===== src/sv/dfmm_pkg.sv =====
// shared types, constants and the distance table generator of the depth normaliser
// no dependencies; used by dfmm_front, dfmm_queue, dfmm_back and the top level
package dfmm_pkg;

  localparam int DIST_W      = 24;
  localparam int RAW_IN_W    = 11;
  localparam int GRAY_W      = 8;
  localparam int IN_DATA_W   = 16;
  localparam int IN_USER_W   = 2;
  localparam int OUT_DATA_W  = 8;
  localparam int RAW_BITS    = 11;
  localparam int FRAC_BITS   = 8;
  localparam int QUEUE_DEPTH = 4;

  localparam longint Q30          = 64'sd1 <<< 30;
  localparam longint PI_Q30       = 64'sd3373259426;
  localparam longint DIST_MAX     = 64'sd8388607;
  localparam longint DIST_MIN     = -64'sd8388608;
  localparam int     TAYLOR_TERMS = 13;

  typedef enum logic {
    OP_MEASURE = 1'b0,
    OP_CONVERT = 1'b1
  } op_e;

  // one looked-up pixel on its way from front to back
  typedef struct packed {
    op_e                      op;
    logic                     frame_start;
    logic                     last;
    logic signed [DIST_W-1:0] distance;
  } entry_t;

  // shift-subtract division of magnitudes, elaboration only
  function automatic logic [63:0] udiv64(logic [63:0] n, logic [63:0] d);
    logic [63:0] q;
    logic [63:0] r;
    q = '0;
    r = '0;
    for (int i = 63; i >= 0; i--) begin
      r = {r[62:0], n[i]};
      if (r >= d) begin
        r    = r - d;
        q[i] = 1'b1;
      end
    end
    return q;
  endfunction

  // signed quotient truncated toward zero
  function automatic longint sdiv_tz(longint a, longint b);
    logic [63:0] ma;
    logic [63:0] mb;
    longint      q;
    ma = (a < 0) ? 64'(-a) : 64'(a);
    mb = (b < 0) ? 64'(-b) : 64'(b);
    q  = longint'(udiv64(ma, mb));
    return ((a < 0) != (b < 0)) ? -q : q;
  endfunction

  function automatic logic signed [DIST_W-1:0] sat_dist(longint v);
    longint c;
    c = v;
    if (v > DIST_MAX) c = DIST_MAX;
    if (v < DIST_MIN) c = DIST_MIN;
    return DIST_W'(c);
  endfunction

  // tan(raw/1024 + 0.5) * 33.825 + 5.7 via Q30 Taylor sums
  function automatic logic signed [DIST_W-1:0] dist_of(int unsigned raw, int frac);
    longint s;
    longint sn;
    longint cs;
    longint ts;
    longint tc;
    longint num;
    longint den;
    longint q;
    longint one;
    s = ((longint'(raw) + 64'sd512) <<< 20) % PI_Q30;
    if (s > PI_Q30 / 2) s = s - PI_Q30;
    sn  = 0;
    cs  = 0;
    ts  = s;
    tc  = Q30;
    one = 64'sd1 <<< frac;
    for (int k = 0; k < TAYLOR_TERMS; k++) begin
      sn = sn + ts;
      cs = cs + tc;
      ts = ts * s / Q30;
      ts = ts * s / Q30;
      ts = -sdiv_tz(ts, longint'((2 * k + 2) * (2 * k + 3)));
      tc = tc * s / Q30;
      tc = tc * s / Q30;
      tc = -sdiv_tz(tc, longint'((2 * k + 1) * (2 * k + 2)));
    end
    if (cs == 0) begin
      return (sn > 0) ? sat_dist(DIST_MAX) : sat_dist(DIST_MIN);
    end
    num = sn * 64'sd33825 * one;
    den = cs * 64'sd1000;
    if (den < 0) begin
      den = -den;
      num = -num;
    end
    if (num >= 0) q = sdiv_tz(num + den / 2, den);
    else          q = -sdiv_tz(-num + den / 2, den);
    q = q + (64'sd57 * one + 64'sd5) / 10;
    return sat_dist(q);
  endfunction

  // minimum tracker start value, 10000 cm in table format
  function automatic logic signed [DIST_W-1:0] min_reset(int frac);
    return sat_dist(64'sd10000 * (64'sd1 <<< frac));
  endfunction

endpackage


===== src/sv/dfmm_back.sv =====
// back end: min/max tracking on measure pixels, scaled gray value on convert pixels
// depends on dfmm_pkg (entry_t, op_e, min_reset); restoring divider, one quotient bit a cycle
module dfmm_back #(
  parameter int FRAC_BITS = dfmm_pkg::FRAC_BITS
) (
  input  logic                            clk_i,
  input  logic                            rst_ni,
  input  logic                            pop_valid_i,
  output logic                            pop_ready_o,
  input  dfmm_pkg::entry_t                pop_entry_i,
  output logic                            out_valid_o,
  input  logic                            out_ready_i,
  output logic [dfmm_pkg::GRAY_W-1:0]     gray_o,
  output logic                            last_o
);

  localparam int DW    = dfmm_pkg::DIST_W;
  localparam int EXT_W = DW + 1;
  localparam int GW    = dfmm_pkg::GRAY_W;
  localparam int REM_W = DW + GW;
  localparam int CNT_W = $clog2(GW);
  localparam logic signed [DW-1:0] MinReset = dfmm_pkg::min_reset(FRAC_BITS);

  typedef enum logic [3:0] {
    ST_IDLE = 4'b0001,
    ST_PREP = 4'b0010,
    ST_DIV  = 4'b0100,
    ST_DONE = 4'b1000
  } state_e;

  state_e                   state_q, state_d;
  logic signed [DW-1:0]     min_q, min_d;
  logic signed [DW-1:0]     max_q, max_d;
  logic [DW-1:0]            diff_q, diff_d;
  logic signed [EXT_W-1:0]  range_q, range_d;
  logic                     le_min_q, le_min_d;
  logic                     last_q, last_d;
  logic [REM_W-1:0]         rem_q, rem_d;
  logic [REM_W-1:0]         dvs_q, dvs_d;
  logic [GW-1:0]            quo_q, quo_d;
  logic [CNT_W-1:0]         cnt_q, cnt_d;
  logic                     out_valid_q;
  logic [GW-1:0]            out_gray_q;
  logic                     out_last_q;

  logic signed [DW-1:0]     pix_dist;
  logic signed [DW-1:0]     base_min;
  logic signed [DW-1:0]     base_max;
  logic signed [EXT_W-1:0]  diff_ext;
  logic                     sat;
  logic                     ge;
  logic                     out_free;
  logic                     out_load;

  assign pix_dist = pop_entry_i.distance;
  assign out_free = !out_valid_q || out_ready_i;
  assign pop_ready_o = (state_q == ST_IDLE);
  assign ge       = (rem_q >= dvs_q);
  assign diff_ext = EXT_W'(pix_dist) - EXT_W'(min_q);
  assign sat      = le_min_q || range_q[DW] || (range_q == '0)
                    || ({1'b0, diff_q} >= range_q[DW:0]);
  assign base_min = pop_entry_i.frame_start ? MinReset : min_q;
  assign base_max = pop_entry_i.frame_start ? '0 : max_q;

  always_comb begin
    state_d  = state_q;
    min_d    = min_q;
    max_d    = max_q;
    diff_d   = diff_q;
    range_d  = range_q;
    le_min_d = le_min_q;
    last_d   = last_q;
    rem_d    = rem_q;
    dvs_d    = dvs_q;
    quo_d    = quo_q;
    cnt_d    = cnt_q;
    out_load = 1'b0;
    case (state_q)
      ST_IDLE: begin
        if (pop_valid_i) begin
          if (pop_entry_i.op == dfmm_pkg::OP_MEASURE) begin
            min_d = (pix_dist < base_min) ? pix_dist : base_min;
            max_d = (pix_dist > base_max) ? pix_dist : base_max;
          end else begin
            diff_d   = diff_ext[DW-1:0];
            range_d  = EXT_W'(max_q) - EXT_W'(min_q);
            le_min_d = (pix_dist <= min_q);
            last_d   = pop_entry_i.last;
            state_d  = ST_PREP;
          end
        end
      end
      ST_PREP: begin
        rem_d = (REM_W'(diff_q) << GW) - REM_W'(diff_q);
        dvs_d = REM_W'(range_q[DW-1:0]) << (GW - 1);
        cnt_d = '0;
        quo_d = '0;
        if (sat) begin
          quo_d   = '1;
          state_d = ST_DONE;
        end else begin
          state_d = ST_DIV;
        end
      end
      ST_DIV: begin
        rem_d = ge ? rem_q - dvs_q : rem_q;
        quo_d = {quo_q[GW-2:0], ge};
        dvs_d = dvs_q >> 1;
        cnt_d = cnt_q + 1'b1;
        if (cnt_q == CNT_W'(GW - 1)) begin
          state_d = ST_DONE;
        end
      end
      ST_DONE: begin
        if (out_free) begin
          out_load = 1'b1;
          state_d  = ST_IDLE;
        end
      end
      default: begin
        state_d = ST_IDLE;
      end
    endcase
  end

  always_ff @(posedge clk_i or negedge rst_ni) begin
    if (!rst_ni) begin
      state_q     <= ST_IDLE;
      min_q       <= MinReset;
      max_q       <= '0;
      out_valid_q <= 1'b0;
    end else begin
      state_q <= state_d;
      min_q   <= min_d;
      max_q   <= max_d;
      if (out_load) begin
        out_valid_q <= 1'b1;
      end else if (out_ready_i) begin
        out_valid_q <= 1'b0;
      end
    end
  end

  always_ff @(posedge clk_i) begin
    diff_q   <= diff_d;
    range_q  <= range_d;
    le_min_q <= le_min_d;
    last_q   <= last_d;
    rem_q    <= rem_d;
    dvs_q    <= dvs_d;
    quo_q    <= quo_d;
    cnt_q    <= cnt_d;
    if (out_load) begin
      out_gray_q <= quo_q;
      out_last_q <= last_q;
    end
  end

  assign out_valid_o = out_valid_q;
  assign gray_o      = out_gray_q;
  assign last_o      = out_last_q;

endmodule

===== config.mk =====
export PLATFORM = sky130hd
export DESIGN_NAME = dfmm_back
export DESIGN_NICKNAME = d
export VERILOG_FILES = /design/src/sv/dfmm_pkg.sv /design/src/sv/dfmm_back.sv
export SDC_FILE = /design/constraint.sdc
export NUM_CORES = 1
export LEC_CHECK = 0
export ABC_AREA = 1
export BUFFER_PORTS_ARGS = -buffer_cell sky130_fd_sc_hd__buf_4
export CAP_MARGIN = 20
export CORE_ASPECT_RATIO = 1.2
export CORE_MARGIN = 8
export CORE_UTILIZATION = 43
export DETAILED_ROUTE_END_ITERATION = 12
export PLACE_DENSITY = 0.57
export SLEW_MARGIN = 10
export SYNTH_ARGS = -nofsm -noshare
export SYNTH_HDL_FRONTEND = slang
export SYNTH_SLANG_ARGS = --single-unit

===== constraint.sdc =====
create_clock -name clk_i -period 5.6 [get_ports clk_i]
set_input_delay 1.12 -clock clk_i [delete_from_list [all_inputs] [get_ports clk_i]]
set_output_delay 1.12 -clock clk_i [all_outputs]
set_load 0.05 [all_outputs]

==> metrics.md <==
| Metric | Value |
|---|---|
| Hold Path Sink | `gray_o[7]` |
| Max IR drop VDD | `~0.00028 V` |
| Design area | `17070 um2` |
| Final setup viols | `0` |
| Post-DRT Antenna Nets | `0` |
| Status | `complete, no violations` |
| Layout cells sized above 1 | `0.05187` |
| Syn_nets | `2361` |
| Most common flop cell mapped by yosys | `edfxtp_1` |
| Slew @ Worst Pin | `~950 ps` |
| Drt pass-1 iters | `7` |
| Count leader, synth | `nand2_1` |
| Initial antenna violation count | `0` |
| Placed Cells | `about 2600` |
| Hold Slack | `~420 ps` |
| Setup Buffers After CTS | `0` |
| Total Nets Final | `2388` |
| Synth area leader | `edfxtp_1` |
| R2R Path Start | `dvs_q[0]` |
| Synth top area cells | `edfxtp_1, nand2_1, ha_1` |
| Detailed Route WL | `~46000 um` |
| Max Used Layer | `met4` |
| Vias per cell | `5.362` |
| Reg2reg path depth | `12` |
| Via count | `14300` |
| Wire per inst | `about 17 um` |
| Post-synth EDFFs | `134` |
| Core Area | `35940 um2` |
| Worst-path clk slew | `80 ps` |
| Worst Path Required | `5960 ps` |
| Grt ovf | `0` |
| Unique masters post-synth | `43` |
| Tcrit/Tclk final | `0.6460` |
| Sequential area share after synthesis | `0.3420` |
| Clk Latency, worst-skew pair | `460 ps` |
| Tmin final | `3617 ps` |
| Root Buffer Master | `clkbuf_16` |
| Final std cells w/o fill | `2666` |
| Chip height | `225.1 um` |
| TritonCTS buffer count | `17` |
| H-Tree Depth | `4` |
| DR WL met3 | `1247 um` |
| Gate Count Post-Synth | `approximately 2200` |
| CTS Sinks | `187` |
| RR Endpoint | `rem_q[4]` |
| Clock tree buffer depth | `2` |
| Avg Synthesized Cell Area | `7.258 um2` |
| Synth cell count leaders | `nand2_1, inv_1, nand3_1` |
| Final count of hold timing violations | `0` |
| Place WS | `approximately 1500 ps` |
| Detailed placement HPWL | `37050 um` |
| RSZ-0062 raised after global routing | `false` |
| Synth Cell Area | `between 15000 and 20000 um2` |
| Vias in the first global route | `14530` |
| Met2 WL | `23610 um` |
| Crit path DAT | `3970 ps` |
| CTS tree | `done` |
| I/O pin cnt | `42` |
| # resized after CTS | `0` |
| Hold_sp | `quo_q[7]` |
| Cell Pwr Density | `just over 500 nW/um2` |
| Max_cap viols | `0` |
| Yosys reg bits | `187` |
| DRC | `0` |
| Horiz. Die Dim | `190.2 um` |
| Highest clock rate | `0.2764 GHz` |
| Largest net degree at the start of global routing | `90` |
| Slew HR | `0.3698` |
| DRT iter0 DRCs | `737` |
| TNS Setup | `0 ps` |
| First-pass GRT wire length | `~75000 um` |
| Worst reg2reg setup slack | `between 2000 and 2500 ps` |
| Element type at the critical path end | `register` |
| Core Rows | `76` |
| Ant diodes | `0` |
| Asr flop ratio synth | `0.2834` |
| Lkg Pwr | `8.000 nW` |
| Crit start category | `input port` |
| PortBufs | `41` |
| Worst hold path stage count | `0` |
| Starting Density | `0.4358` |
| GRT Overall Usage | `0.2197` |
| Die Area | `42820 um2` |
| Synth top area share | `0.2569` |
| Hold Buf Count CTS | `0` |
| Post-route met1 wirelength | `19540 um` |
| Classification of the worst setup path | `in2reg` |
| Crit path max fanout | `43` |
| Placed instance area | `around 16000 um2` |
| Worst Clk Skew | `12.47 ps` |
| Worst hold path type | `reg2reg` |
| P&R area growth vs syn | `8.978%` |
| Final RePlAce weighted congestion | `0.9506` |
| Yosys warns | `0` |
| Pins Over Slew Limit | `0` |
| Setup ws final | `between 1500 and 2000 ps` |
## cell families (layout without fill, tap and decap cells)
kind of cell | Yosys count | after routing | share of synthesized area
DFF | 187 | 187 | 0.3420
xor gates and xnor gates | 48 | 48 | 0.02684
adders and majority gates | 172 | 172 | 0.1388
and+or+nand+nor | 1080 | 1080 | 0.2888
buffers and inverters | 322 | 362 | 0.08196
AOI/OAI and AO/OA | 349 | 349 | 0.1216
## report_power, final
part	leakage (nW)	internal, W	total (W)	switching (W)
clock network	0.312	0.000796	0.00137	0.000571
logic	5.81	0.00166	0.00489	0.00322
registers	1.88	0.00212	0.00241	0.000291
total	8.00	0.00458	0.00867	0.00409
## layer usage
| layer | track usage | vias up |
|---|---|---|
| met5 | 0 | - |
| met4 | 0.1137 | 0 |
| met3 | 0.02043 | 93 |
| met2 | 0.4006 | 298 |
| met1 | 0.2515 | 6629 |
| li1 | - | 7275 |
## critical path: stages
cell and delay [ps]:
buf_4 150, inv_2 590, nand2_1 190, ha_1 340, a21oi_1 170, nand2_1 80, nand2_1 80, nand2_1 110
nand2_1 100, nand3_1 60, nand2_1 80, nand2_2 160, nand2_2 440, nand2_1 100, nand3_1 90, nand2_1 70
## sequential cells by signal, indices dropped and copies added, names as in the netlist, 4 cells and up
name / cells
max_q: 24
dvs_q: 31
min_q: 24
gray_o: 8
quo_q: 8
range_q: 25
rem_q: 32
diff_q: 24
state_q: 4
## worst max path at each step
stage	startpoint	end	slack [ps]	cells past startpoint
6_report	pop_entry_i[25]	max_q[3]	1980	16
5_1_grt	pop_entry_i[25]	max_q[9]	1680	16
4_1_cts	pop_entry_i[25]	max_q[3]	1980	14
3_5_place_dp	pop_entry_i[25]	max_q[3]	1490	14
3_3_place_gp	pop_entry_i[25]	max_q[1]	1510	14
2_1_floorplan	pop_valid_i	diff_q[0]	1790	2
## cell type report
class | count | area (um2)
fillers | 3710 | 18870
multi-input cells | 1649 | 9044
inverters | 281 | 1055
well taps | 468 | 585.6
clock inverters | 14 | 219.0
flip-flops and latches | 187 | 5358
clock buffers | 18 | 429.2
repair buffers | 49 | 380.4
## cells in the final DEF, fill, tap and decap left out, drive strengths merged, types with 2 or more instances in the layout
cell type / instances
edfxtp: 134
dfstp: 6
bufinv: 5
o211ai: 2
nor3: 27
nand3: 206
buf: 49
a21boi: 4
clkinv: 6
nand3b: 8
nand2: 608
a21o: 9
clkinvlp: 2
or2: 6
o21ai: 141
nand4: 26
o21a: 10
a21oi: 149
dfrtp: 47
nor4: 13
inv: 282
a31oi: 15
xnor2: 16
fa: 3
clkbuf: 18
o21bai: 13
ha: 169
o221a: 2
xor2: 32
nor2: 185
## stage by stage
stage	util	power, W
2_1_floorplan	-	0.005951
3_3_place_gp	0.4563	0.007251
3_5_place_dp	0.4563	0.007307
4_1_cts	0.4743	0.008694
5_1_grt	0.4749	0.009434
6_report	0.4749	0.008666
No activity file was read; power rests on OpenSTA's default activity.
