**config.mk**
```make
export PLATFORM = sky130hd
export DESIGN_NAME = dfmm_queue
export DESIGN_NICKNAME = d
export VERILOG_FILES = /design/src/sv/dfmm_pkg.sv /design/src/sv/dfmm_queue.sv
export SDC_FILE = /design/constraint.sdc
export NUM_CORES = 1
export LEC_CHECK = 0
export ABC_AREA = 1
export BUFFER_PORTS_ARGS = -buffer_cell sky130_fd_sc_hd__buf_2
export CAP_MARGIN = 20
export CORE_MARGIN = 2
export CORE_UTILIZATION = 46
export DETAILED_ROUTE_END_ITERATION = 10
export PLACE_DENSITY = 0.71
export SLEW_MARGIN = 15
export SYNTH_ARGS = -nofsm -noshare
export SYNTH_HDL_FRONTEND = slang
export SYNTH_SLANG_ARGS = --single-unit
```
**constraint.sdc**
```tcl
create_clock -name clk_i -period 2.4 [get_ports clk_i]
set_input_delay 0.12 -clock clk_i [delete_from_list [all_inputs] [get_ports clk_i]]
set_output_delay 0.12 -clock clk_i [all_outputs]
set_load 0.005 [all_outputs]
```
**src/sv/dfmm_pkg.sv**
```systemverilog
// shared types, constants and the distance table generator of the depth normaliser
// no dependencies; used by dfmm_front, dfmm_queue, dfmm_back and the top level
package dfmm_pkg;

  localparam int DIST_W      = 24;
  localparam int RAW_IN_W    = 11;
  localparam int GRAY_W      = 8;
  localparam int IN_DATA_W   = 16;
  localparam int IN_USER_W   = 2;
  localparam int OUT_DATA_W  = 8;
  localparam int RAW_BITS    = 11;
  localparam int FRAC_BITS   = 8;
  localparam int QUEUE_DEPTH = 4;

  localparam longint Q30          = 64'sd1 <<< 30;
  localparam longint PI_Q30       = 64'sd3373259426;
  localparam longint DIST_MAX     = 64'sd8388607;
  localparam longint DIST_MIN     = -64'sd8388608;
  localparam int     TAYLOR_TERMS = 13;

  typedef enum logic {
    OP_MEASURE = 1'b0,
    OP_CONVERT = 1'b1
  } op_e;

  // one looked-up pixel on its way from front to back
  typedef struct packed {
    op_e                      op;
    logic                     frame_start;
    logic                     last;
    logic signed [DIST_W-1:0] distance;
  } entry_t;

  // shift-subtract division of magnitudes, elaboration only
  function automatic logic [63:0] udiv64(logic [63:0] n, logic [63:0] d);
    logic [63:0] q;
    logic [63:0] r;
    q = '0;
    r = '0;
    for (int i = 63; i >= 0; i--) begin
      r = {r[62:0], n[i]};
      if (r >= d) begin
        r    = r - d;
        q[i] = 1'b1;
      end
    end
    return q;
  endfunction

  // signed quotient truncated toward zero
  function automatic longint sdiv_tz(longint a, longint b);
    logic [63:0] ma;
    logic [63:0] mb;
    longint      q;
    ma = (a < 0) ? 64'(-a) : 64'(a);
    mb = (b < 0) ? 64'(-b) : 64'(b);
    q  = longint'(udiv64(ma, mb));
    return ((a < 0) != (b < 0)) ? -q : q;
  endfunction

  function automatic logic signed [DIST_W-1:0] sat_dist(longint v);
    longint c;
    c = v;
    if (v > DIST_MAX) c = DIST_MAX;
    if (v < DIST_MIN) c = DIST_MIN;
    return DIST_W'(c);
  endfunction

  // tan(raw/1024 + 0.5) * 33.825 + 5.7 via Q30 Taylor sums
  function automatic logic signed [DIST_W-1:0] dist_of(int unsigned raw, int frac);
    longint s;
    longint sn;
    longint cs;
    longint ts;
    longint tc;
    longint num;
    longint den;
    longint q;
    longint one;
    s = ((longint'(raw) + 64'sd512) <<< 20) % PI_Q30;
    if (s > PI_Q30 / 2) s = s - PI_Q30;
    sn  = 0;
    cs  = 0;
    ts  = s;
    tc  = Q30;
    one = 64'sd1 <<< frac;
    for (int k = 0; k < TAYLOR_TERMS; k++) begin
      sn = sn + ts;
      cs = cs + tc;
      ts = ts * s / Q30;
      ts = ts * s / Q30;
      ts = -sdiv_tz(ts, longint'((2 * k + 2) * (2 * k + 3)));
      tc = tc * s / Q30;
      tc = tc * s / Q30;
      tc = -sdiv_tz(tc, longint'((2 * k + 1) * (2 * k + 2)));
    end
    if (cs == 0) begin
      return (sn > 0) ? sat_dist(DIST_MAX) : sat_dist(DIST_MIN);
    end
    num = sn * 64'sd33825 * one;
    den = cs * 64'sd1000;
    if (den < 0) begin
      den = -den;
      num = -num;
    end
    if (num >= 0) q = sdiv_tz(num + den / 2, den);
    else          q = -sdiv_tz(-num + den / 2, den);
    q = q + (64'sd57 * one + 64'sd5) / 10;
    return sat_dist(q);
  endfunction

  // minimum tracker start value, 10000 cm in table format
  function automatic logic signed [DIST_W-1:0] min_reset(int frac);
    return sat_dist(64'sd10000 * (64'sd1 <<< frac));
  endfunction

endpackage

```
**src/sv/dfmm_queue.sv**
```systemverilog
// small first-in first-out queue of looked-up pixels between front and back
// depends on dfmm_pkg (entry_t)
module dfmm_queue #(
  parameter int DEPTH = dfmm_pkg::QUEUE_DEPTH
) (
  input  logic             clk_i,
  input  logic             rst_ni,
  input  logic             push_valid_i,
  output logic             push_ready_o,
  input  dfmm_pkg::entry_t push_entry_i,
  output logic             pop_valid_o,
  input  logic             pop_ready_i,
  output dfmm_pkg::entry_t pop_entry_o
);

  localparam int PTR_W = (DEPTH > 1) ? $clog2(DEPTH) : 1;
  localparam int CNT_W = $clog2(DEPTH + 1);

  dfmm_pkg::entry_t mem_q [DEPTH];
  logic [PTR_W-1:0] wr_ptr_q, wr_ptr_d;
  logic [PTR_W-1:0] rd_ptr_q, rd_ptr_d;
  logic [CNT_W-1:0] cnt_q, cnt_d;
  logic             push;
  logic             pop;

  assign push_ready_o = (cnt_q != CNT_W'(DEPTH));
  assign pop_valid_o  = (cnt_q != '0);
  assign push         = push_valid_i && push_ready_o;
  assign pop          = pop_valid_o && pop_ready_i;
  assign pop_entry_o  = mem_q[rd_ptr_q];

  always_comb begin
    wr_ptr_d = wr_ptr_q;
    rd_ptr_d = rd_ptr_q;
    cnt_d    = cnt_q;
    if (push) begin
      wr_ptr_d = (wr_ptr_q == PTR_W'(DEPTH - 1)) ? '0 : wr_ptr_q + 1'b1;
    end
    if (pop) begin
      rd_ptr_d = (rd_ptr_q == PTR_W'(DEPTH - 1)) ? '0 : rd_ptr_q + 1'b1;
    end
    if (push && !pop) begin
      cnt_d = cnt_q + 1'b1;
    end else if (pop && !push) begin
      cnt_d = cnt_q - 1'b1;
    end
  end

  always_ff @(posedge clk_i or negedge rst_ni) begin
    if (!rst_ni) begin
      wr_ptr_q <= '0;
      rd_ptr_q <= '0;
      cnt_q    <= '0;
    end else begin
      wr_ptr_q <= wr_ptr_d;
      rd_ptr_q <= rd_ptr_d;
      cnt_q    <= cnt_d;
    end
  end

  always_ff @(posedge clk_i) begin
    if (push) begin
      mem_q[wr_ptr_q] <= push_entry_i;
    end
  end

endmodule

```
==> results of run 1 <==
[per-stage QoR]
step / setup WS (ps) / util (%)
after floorplan: 70.3 / -
after global placement: 692 / 51.2
after detailed placement: 575 / 51.2
after CTS: 195 / 59.8
after global routing: 64.0 / 59.8
final: 257 / 59.8
[routing by layer]
| metal | vias up | routed length (um) |
|---|---|---|
| li1 | 1484 | - |
| met5 | - | 0 |
| met3 | 6 | 424 |
| met2 | 92 | 4730 |
| met1 | 1441 | 3810 |
| met4 | 0 | 97 |
[what timing repair did]
item                      in CTS  in global routing
gates resized for setup        0                  0
hold buffers                  31                  0
hold endpoints to repair     119                  0
[registers in the layout, summed over array words and instances (netlist names)]
name,cells
wr_ptr_q,2
mem_q,108
rd_ptr_q,2
cnt_q,3
[Yosys cell counts (all sizes together)]
| cell type | n | area share [%] |
|---|---|---|
| edfxtp | 108 | 68 |
| nand2 | 96 | 7.5 |
| inv | 68 | 5.3 |
| o211ai | 54 | 8.5 |
| buf | 17 | 3.4 |
| dfrtp | 7 | 3.7 |
| nand3 | 7 | 0.73 |
| ha | 6 | 1.6 |
| nor2 | 6 | 0.47 |
| fa | 1 | 0.42 |
| nand4 | 1 | 0.13 |
| o21ai | 1 | 0.10 |
| xnor2 | 1 | 0.18 |
[power by group through the flow]
stage	clock network (mW)	registers [mW]	logic (mW)
2_1_floorplan	0	2.80	1.51
3_3_place_gp	0	2.92	2.02
3_5_place_dp	0	2.94	2.09
4_1_cts	2.39	2.90	2.16
5_1_grt	2.48	2.95	2.38
6_report	2.36	2.90	2.12
[cell families (layout without fill, tap and decap cells)]
kind of cell	Yosys count	count (layout)	share of synthesized area, %
AOI/OAI and AO/OA	55	55	8.60
xor gates and xnor gates	1	1	0.184
adders and majority gates	7	7	1.99
buffers and inverters	85	200	8.73
DFF	115	115	71.6
and+or+nand+nor	110	110	8.89
[layout by cell type, fill, tap and decap left out]
cell,instances
nand2_1,96
inv_1,67
ha_1,6
dlygate4sd3_1,31
xnor2_1,1
nor2_4,4
inv_6,2
clkinv_4,4
inv_2,1
buf_4,8
clkbuf_8,1
nand3_1,7
clkbuf_16,16
o21ai_0,1
buf_12,2
clkinv_1,2
nand4_1,1
bufinv_16,2
dfrtp_4,1
dfrtp_1,6
fa_1,1
edfxtp_1,108
o211ai_1,54
nor2_1,2
clkinvlp_4,5
buf_2,59
[cell type report]
cell class / instances / area, um2
tap: 136 / 170
fill: 827 / 4090
clock inverter: 15 / 158
clock buffer: 17 / 414
timing repair buffer: 100 / 706
multi-input combinational: 173 / 968
sequential: 115 / 3420
inverter: 68 / 255
[worst max path at each step]
stage / start / to / slack, ps / depth (start not counted)
2_1_floorplan: cnt_q[0] / mem_q[0][0] / 70 / 4
6_report: rd_ptr_q[0] / pop_entry_o[12] / 260 / 5
3_5_place_dp: cnt_q[1] / cnt_q[1] / 580 / 9
4_1_cts: rd_ptr_q[0] / pop_entry_o[9] / 190 / 5
3_3_place_gp: cnt_q[0] / mem_q[1][1] / 690 / 6
5_1_grt: rd_ptr_q[0] / pop_entry_o[14] / 60 / 5
[worst max-delay path: cells and delay by family (launching register included)]
family	cells	cell delay [ps]
AOI/OAI and AO/OA	1	90
and+or+nand+nor	2	180
buffers and inverters	2	450
DFF	1	790
==> metrics, run 1 <==
class of the worst hold path=in2reg; Reg2Reg Launch Point=cnt_q[0]; Fmax=0.467 GHz; Wirelength per Cell=between 10 and 15 um; worst r2r path cells=9; measured slew at the worst slew-check pin=between 600 and 700 ps; Hold Crit Start=push_entry_i[0]; largest net degree at the start of global routing=57; Clock power frac=32.0%; crit-path cells=buf_12 -> nand2_1 -> o211ai_1 -> nand2_1 -> buf_2; GR Util met1=20.3%; P&R area growth vs syn=27.7%; Fin Setup TNS=0 ps; Tcrit/Tclk final=89.3%; # diodes=0; Placer Congestion=0.736; Crit Path Max Fanout=56; first-pass GRT wire length=14.4 mm; Total Power=7.38 mW; Yosys cell types=16; sequential element share of the synthesized area=just over 70%; status=finished clean; DIE WIDTH=between 100 and 150 um; hold endpoint=mem_q[1][0]; die height=about 110 um; Net Sw Power=2.41 mW; R2R Path End=cnt_q[1]; combinational share of power=28.7%; syn avg cell area=12.8 um2; Internal Power=4.97 mW; Final setup violation count=0; Yosys reg bits=around 120; Synth Instances=373; dpl cell area=5210 um2; DP HPWL=5.34 mm; I/O Buffers=59; 1st-iter DRT viols=roughly 180; # rows=37; Remaining Overflow, GRT=0; Die Area=11,200 um2; Power Dens Cells=~1200 nW/um2; met3 Use GR=around 5.8%; antenna-violating nets left=0; Vias/cell=roughly 4.8; final slew viol count=0; CP startpoint kind=register; final std cells w/o fill=approximately 620; root buffer cell=clkbuf_8; synth warn=0; initial antenna violation count=0; Sink Count=115; Net Sw Frac=between 30% and 40%; Setup Buffers After CTS=0; total core area=10,200 um2; critical path arrival=2020 ps; Total Wirelength=9.06 mm; Placed Cells=561; Starting Density=between 40% and 50%; nets@finish=513; critical path's most frequent cell=nand2_1; Crit-path slowest cell=dfrtp_4; Fin Hold WS=369 ps; CP required=2280 ps; CP peak stage delay=790 ps; R2R setup slack=just over 500 ps; Clock Path Buffers=2; worst relative slew slack=59.7%; skew final=8.08 ps; critical path endpoint category=output pin; unrepaired setup endpoints after global routing=false; share of cells above drive strength 1=21.5%; Max VDD drop=0.000877 V; busiest grt layer=met2; CTS Buf Count=17; final instance area=6090 um2; max-cap viol count=0; Syn Nets=411; number of global-route vias before repair=approximately 3.1k; Final Hold Vio Count=0; CP Class=reg2out; # H-tree levels=4; I/O Pins=60; clock-pin slew on the worst setup and hold paths=approximately 60 ps; TritonRoute pass-1 iters=4; grt met2 use=between 20 and 30%; clock tree from TritonCTS=done; Post-Syn Area=4770 um2; Hold Crit Depth=2; residual DRC count=0; vias=3,023; Final min period=2140 ps; sequential share of power=39.3%; GRT Util Overall=17.3%; cell leakage power=~2.5 nW; clock latency on the worst-skew pair=500 ps
Power figures use the tool's default switching activity.
==> run 2: changes to the inputs <==
- BUFFER_PORTS_ARGS: -buffer_cell sky130_fd_sc_hd__buf_2 -> -buffer_cell sky130_fd_sc_hd__buf_4
==> run 2 against run 1 <==
Effect of this change: clock-buffer cell count unchanged; sequential power about the same; via count down 0.73%; global-route usage up 0.086 points; critical path type unchanged; critical endpoint is now pop_entry_o[7]; highest routed layer unchanged.
==> metrics, run 2 (synthesis results as in run 1) <==
Total Wirelength=8.95 mm (was 9.06 mm); Net Sw Frac=32.6% (was 32.7%); Crit path max-delay family=flip-flops (unchanged); post-cts resize count=0 (unchanged); unrepaired setup endpoints after global routing=false (unchanged); P&R area growth vs syn=30.6% (was 27.7%); nets@finish=514 (was 513); DIE WIDTH=106 um (unchanged); CP peak stage delay=760 ps (was 790 ps); Net Sw Power=2.46 mW (was 2.41 mW); Placer Congestion=0.775 (was 0.736); commonest non-fill, non-tap cell in the layout=edfxtp_1 (unchanged); Crit Path Max Fanout=53 (was 56); class of the worst hold path=in2reg (unchanged); Tcrit/Tclk final=90.3% (was 89.3%); Wirelength per Cell=14.3 um (was 14.5 um); clock tree from TritonCTS=done (unchanged); CTS Buf Count=17 (unchanged); area of the multi-input gates=968 um2 (unchanged); total core area=10,200 um2 (unchanged); Clock power frac=30.8% (was 32.0%); fillers=801 (was 827); final slew viol count=0 (unchanged); final instance area=6240 um2 (was 6090 um2); clock latency on the worst-skew pair=500 ps (about the same); Fmax=0.462 GHz (was 0.467 GHz); Die Area=11,200 um2 (unchanged); Fin Hold WS=358 ps (was 369 ps); worst relative slew slack=62.1% (was 59.7%); root buffer cell=clkbuf_8 (unchanged); sequential share of power=38.3% (was 39.3%); critical path arrival=2050 ps (was 2020 ps); TritonRoute pass-1 iters=4 (unchanged); dpl cell area=5370 um2 (was 5210 um2); Final min period=2170 ps (was 2140 ps); buffers and inverters on the worst path=2 (unchanged); crit-path cells=buf_4 -> nand2_1 -> o211ai_1 -> nand2_1 -> buf_4 (was buf_12 -> nand2_1 -> o211ai_1 -> nand2_1 -> buf_2); Power Dens Cells=1210 nW/um2 (about the same); Sink Count=115 (unchanged); clock-pin slew on the worst setup and hold paths=60 ps (about the same); Final setup violation count=0 (unchanged); Clock Path Buffers=2 (unchanged); critical path endpoint category=output pin (unchanged); Starting Density=46.9% (unchanged); CP Class=reg2out (unchanged); die height=106 um (unchanged); skew final=7.56 ps (was 8.08 ps); Internal Power=5.08 mW (was 4.97 mW); # H-tree levels=4 (unchanged); I/O Pins=60 (unchanged); # rows=37 (unchanged); 1st-iter DRT viols=159 (was 175); Vias/cell=4.80 (was 4.84); cell leakage power=2.55 nW (was 2.49 nW); final cell utilization of the core=61.2% (was 59.8%); Reg with most FFs=mem_q (unchanged); status=finished clean (unchanged); CP required=2280 ps (about the same); combinational share of power=30.9% (was 28.7%); GRT Util Overall=17.4% (was 17.3%); max FFs per register=108 (unchanged); Crit-path slowest cell=dfrtp_4 (unchanged); max-cap viol count=0 (unchanged); antenna-violating nets left=0 (unchanged); share of cells above drive strength 1=22.1% (was 21.5%); Max VDD drop=0.000519 V (was 0.000877 V); measured slew at the worst slew-check pin=567 ps (was 603 ps); number of global-route vias before repair=3,060 (was 3,083); first-pass GRT wire length=14.8 mm (was 14.4 mm); commonest non-fill, non-tap cells in the layout=edfxtp_1, nand2_1, buf_4, inv_1, o211ai_1 (was edfxtp_1, nand2_1, inv_1, buf_2, o211ai_1); Fin Setup TNS=0 ps (unchanged); initial antenna violation count=0 (unchanged); Total Power=7.54 mW (was 7.38 mW); Reg area=3420 um2 (unchanged); DP HPWL=5.43 mm (was 5.34 mm); largest net degree at the start of global routing=54 (was 57); I/O Buffers=59 (unchanged); Remaining Overflow, GRT=0 (unchanged); # diodes=0 (unchanged); CP startpoint kind=register (unchanged); Final Hold Vio Count=0 (unchanged); Top Registers=mem_q (108), cnt_q (3) (unchanged); residual DRC count=0 (unchanged); vias=3,001 (was 3,023)
==> run 2: layer usage <==
layer	GRT usage (%)	share of wire [%]	routed length (um)	vias up
met2	28.0	48	4330	90
met1	22.1	45	4070	1411
met5	0	0	0	-
met4	7.14	1.2	106	0
met3	5.07	5.0	449	9
li1	-	-	-	1491
==> run 2: area by class of cell <==
class	count	area share, %
Timing Repair Buffer	101	13.8
Clock inverter	15	2.33
Tap cell	136	2.73
Clock buffer	17	6.64
Sequential cell	115	54.9
Multi-Input combinational cell	173	15.5
Inverter	68	4.09
==> run 2: power groups by stage <==
stage / Combinational [mW] / Sequential, mW / Clock, mW
finish: 2.33 / 2.89 / 2.32
global route: 2.63 / 2.94 / 2.45
CTS: 2.38 / 2.89 / 2.38
detailed placement: 2.32 / 2.93 / 0
global placement: 2.26 / 2.91 / 0
floorplan: 1.51 / 2.80 / 0
==> run 2: path summary, 6_finish.rpt <==
| path | startpoint | end | slack (ps) | cells past startpoint |
|---|---|---|---|---|
| min in group asynchronous | rst_ni | cnt_q[0] | 590 | 3 |
| min reg2reg | cnt_q[2] | cnt_q[2] | 540 | 2 |
| max in group asynchronous | rst_ni | rd_ptr_q[0] | 1520 | 3 |
| max | rd_ptr_q[0] | pop_entry_o[7] | 230 | 5 |
| max reg2reg | cnt_q[0] | cnt_q[2] | 450 | 11 |
| min | push_entry_i[6] | mem_q[2][6] | 360 | 2 |
==> run 2: timing repair <==
action / CTS / global route
setup buffers: 0 / 0
hold buffers: 31 / 0
endpoints found under the hold margin: 119 / 0
==> run 2: metrics by stage <==
step           instances  setup slack, ps
2_1_floorplan        373             70.3
3_3_place_gp         562              644
5_1_grt              625             68.7
3_5_place_dp         562              533
4_1_cts              625              207
6_report             625              234
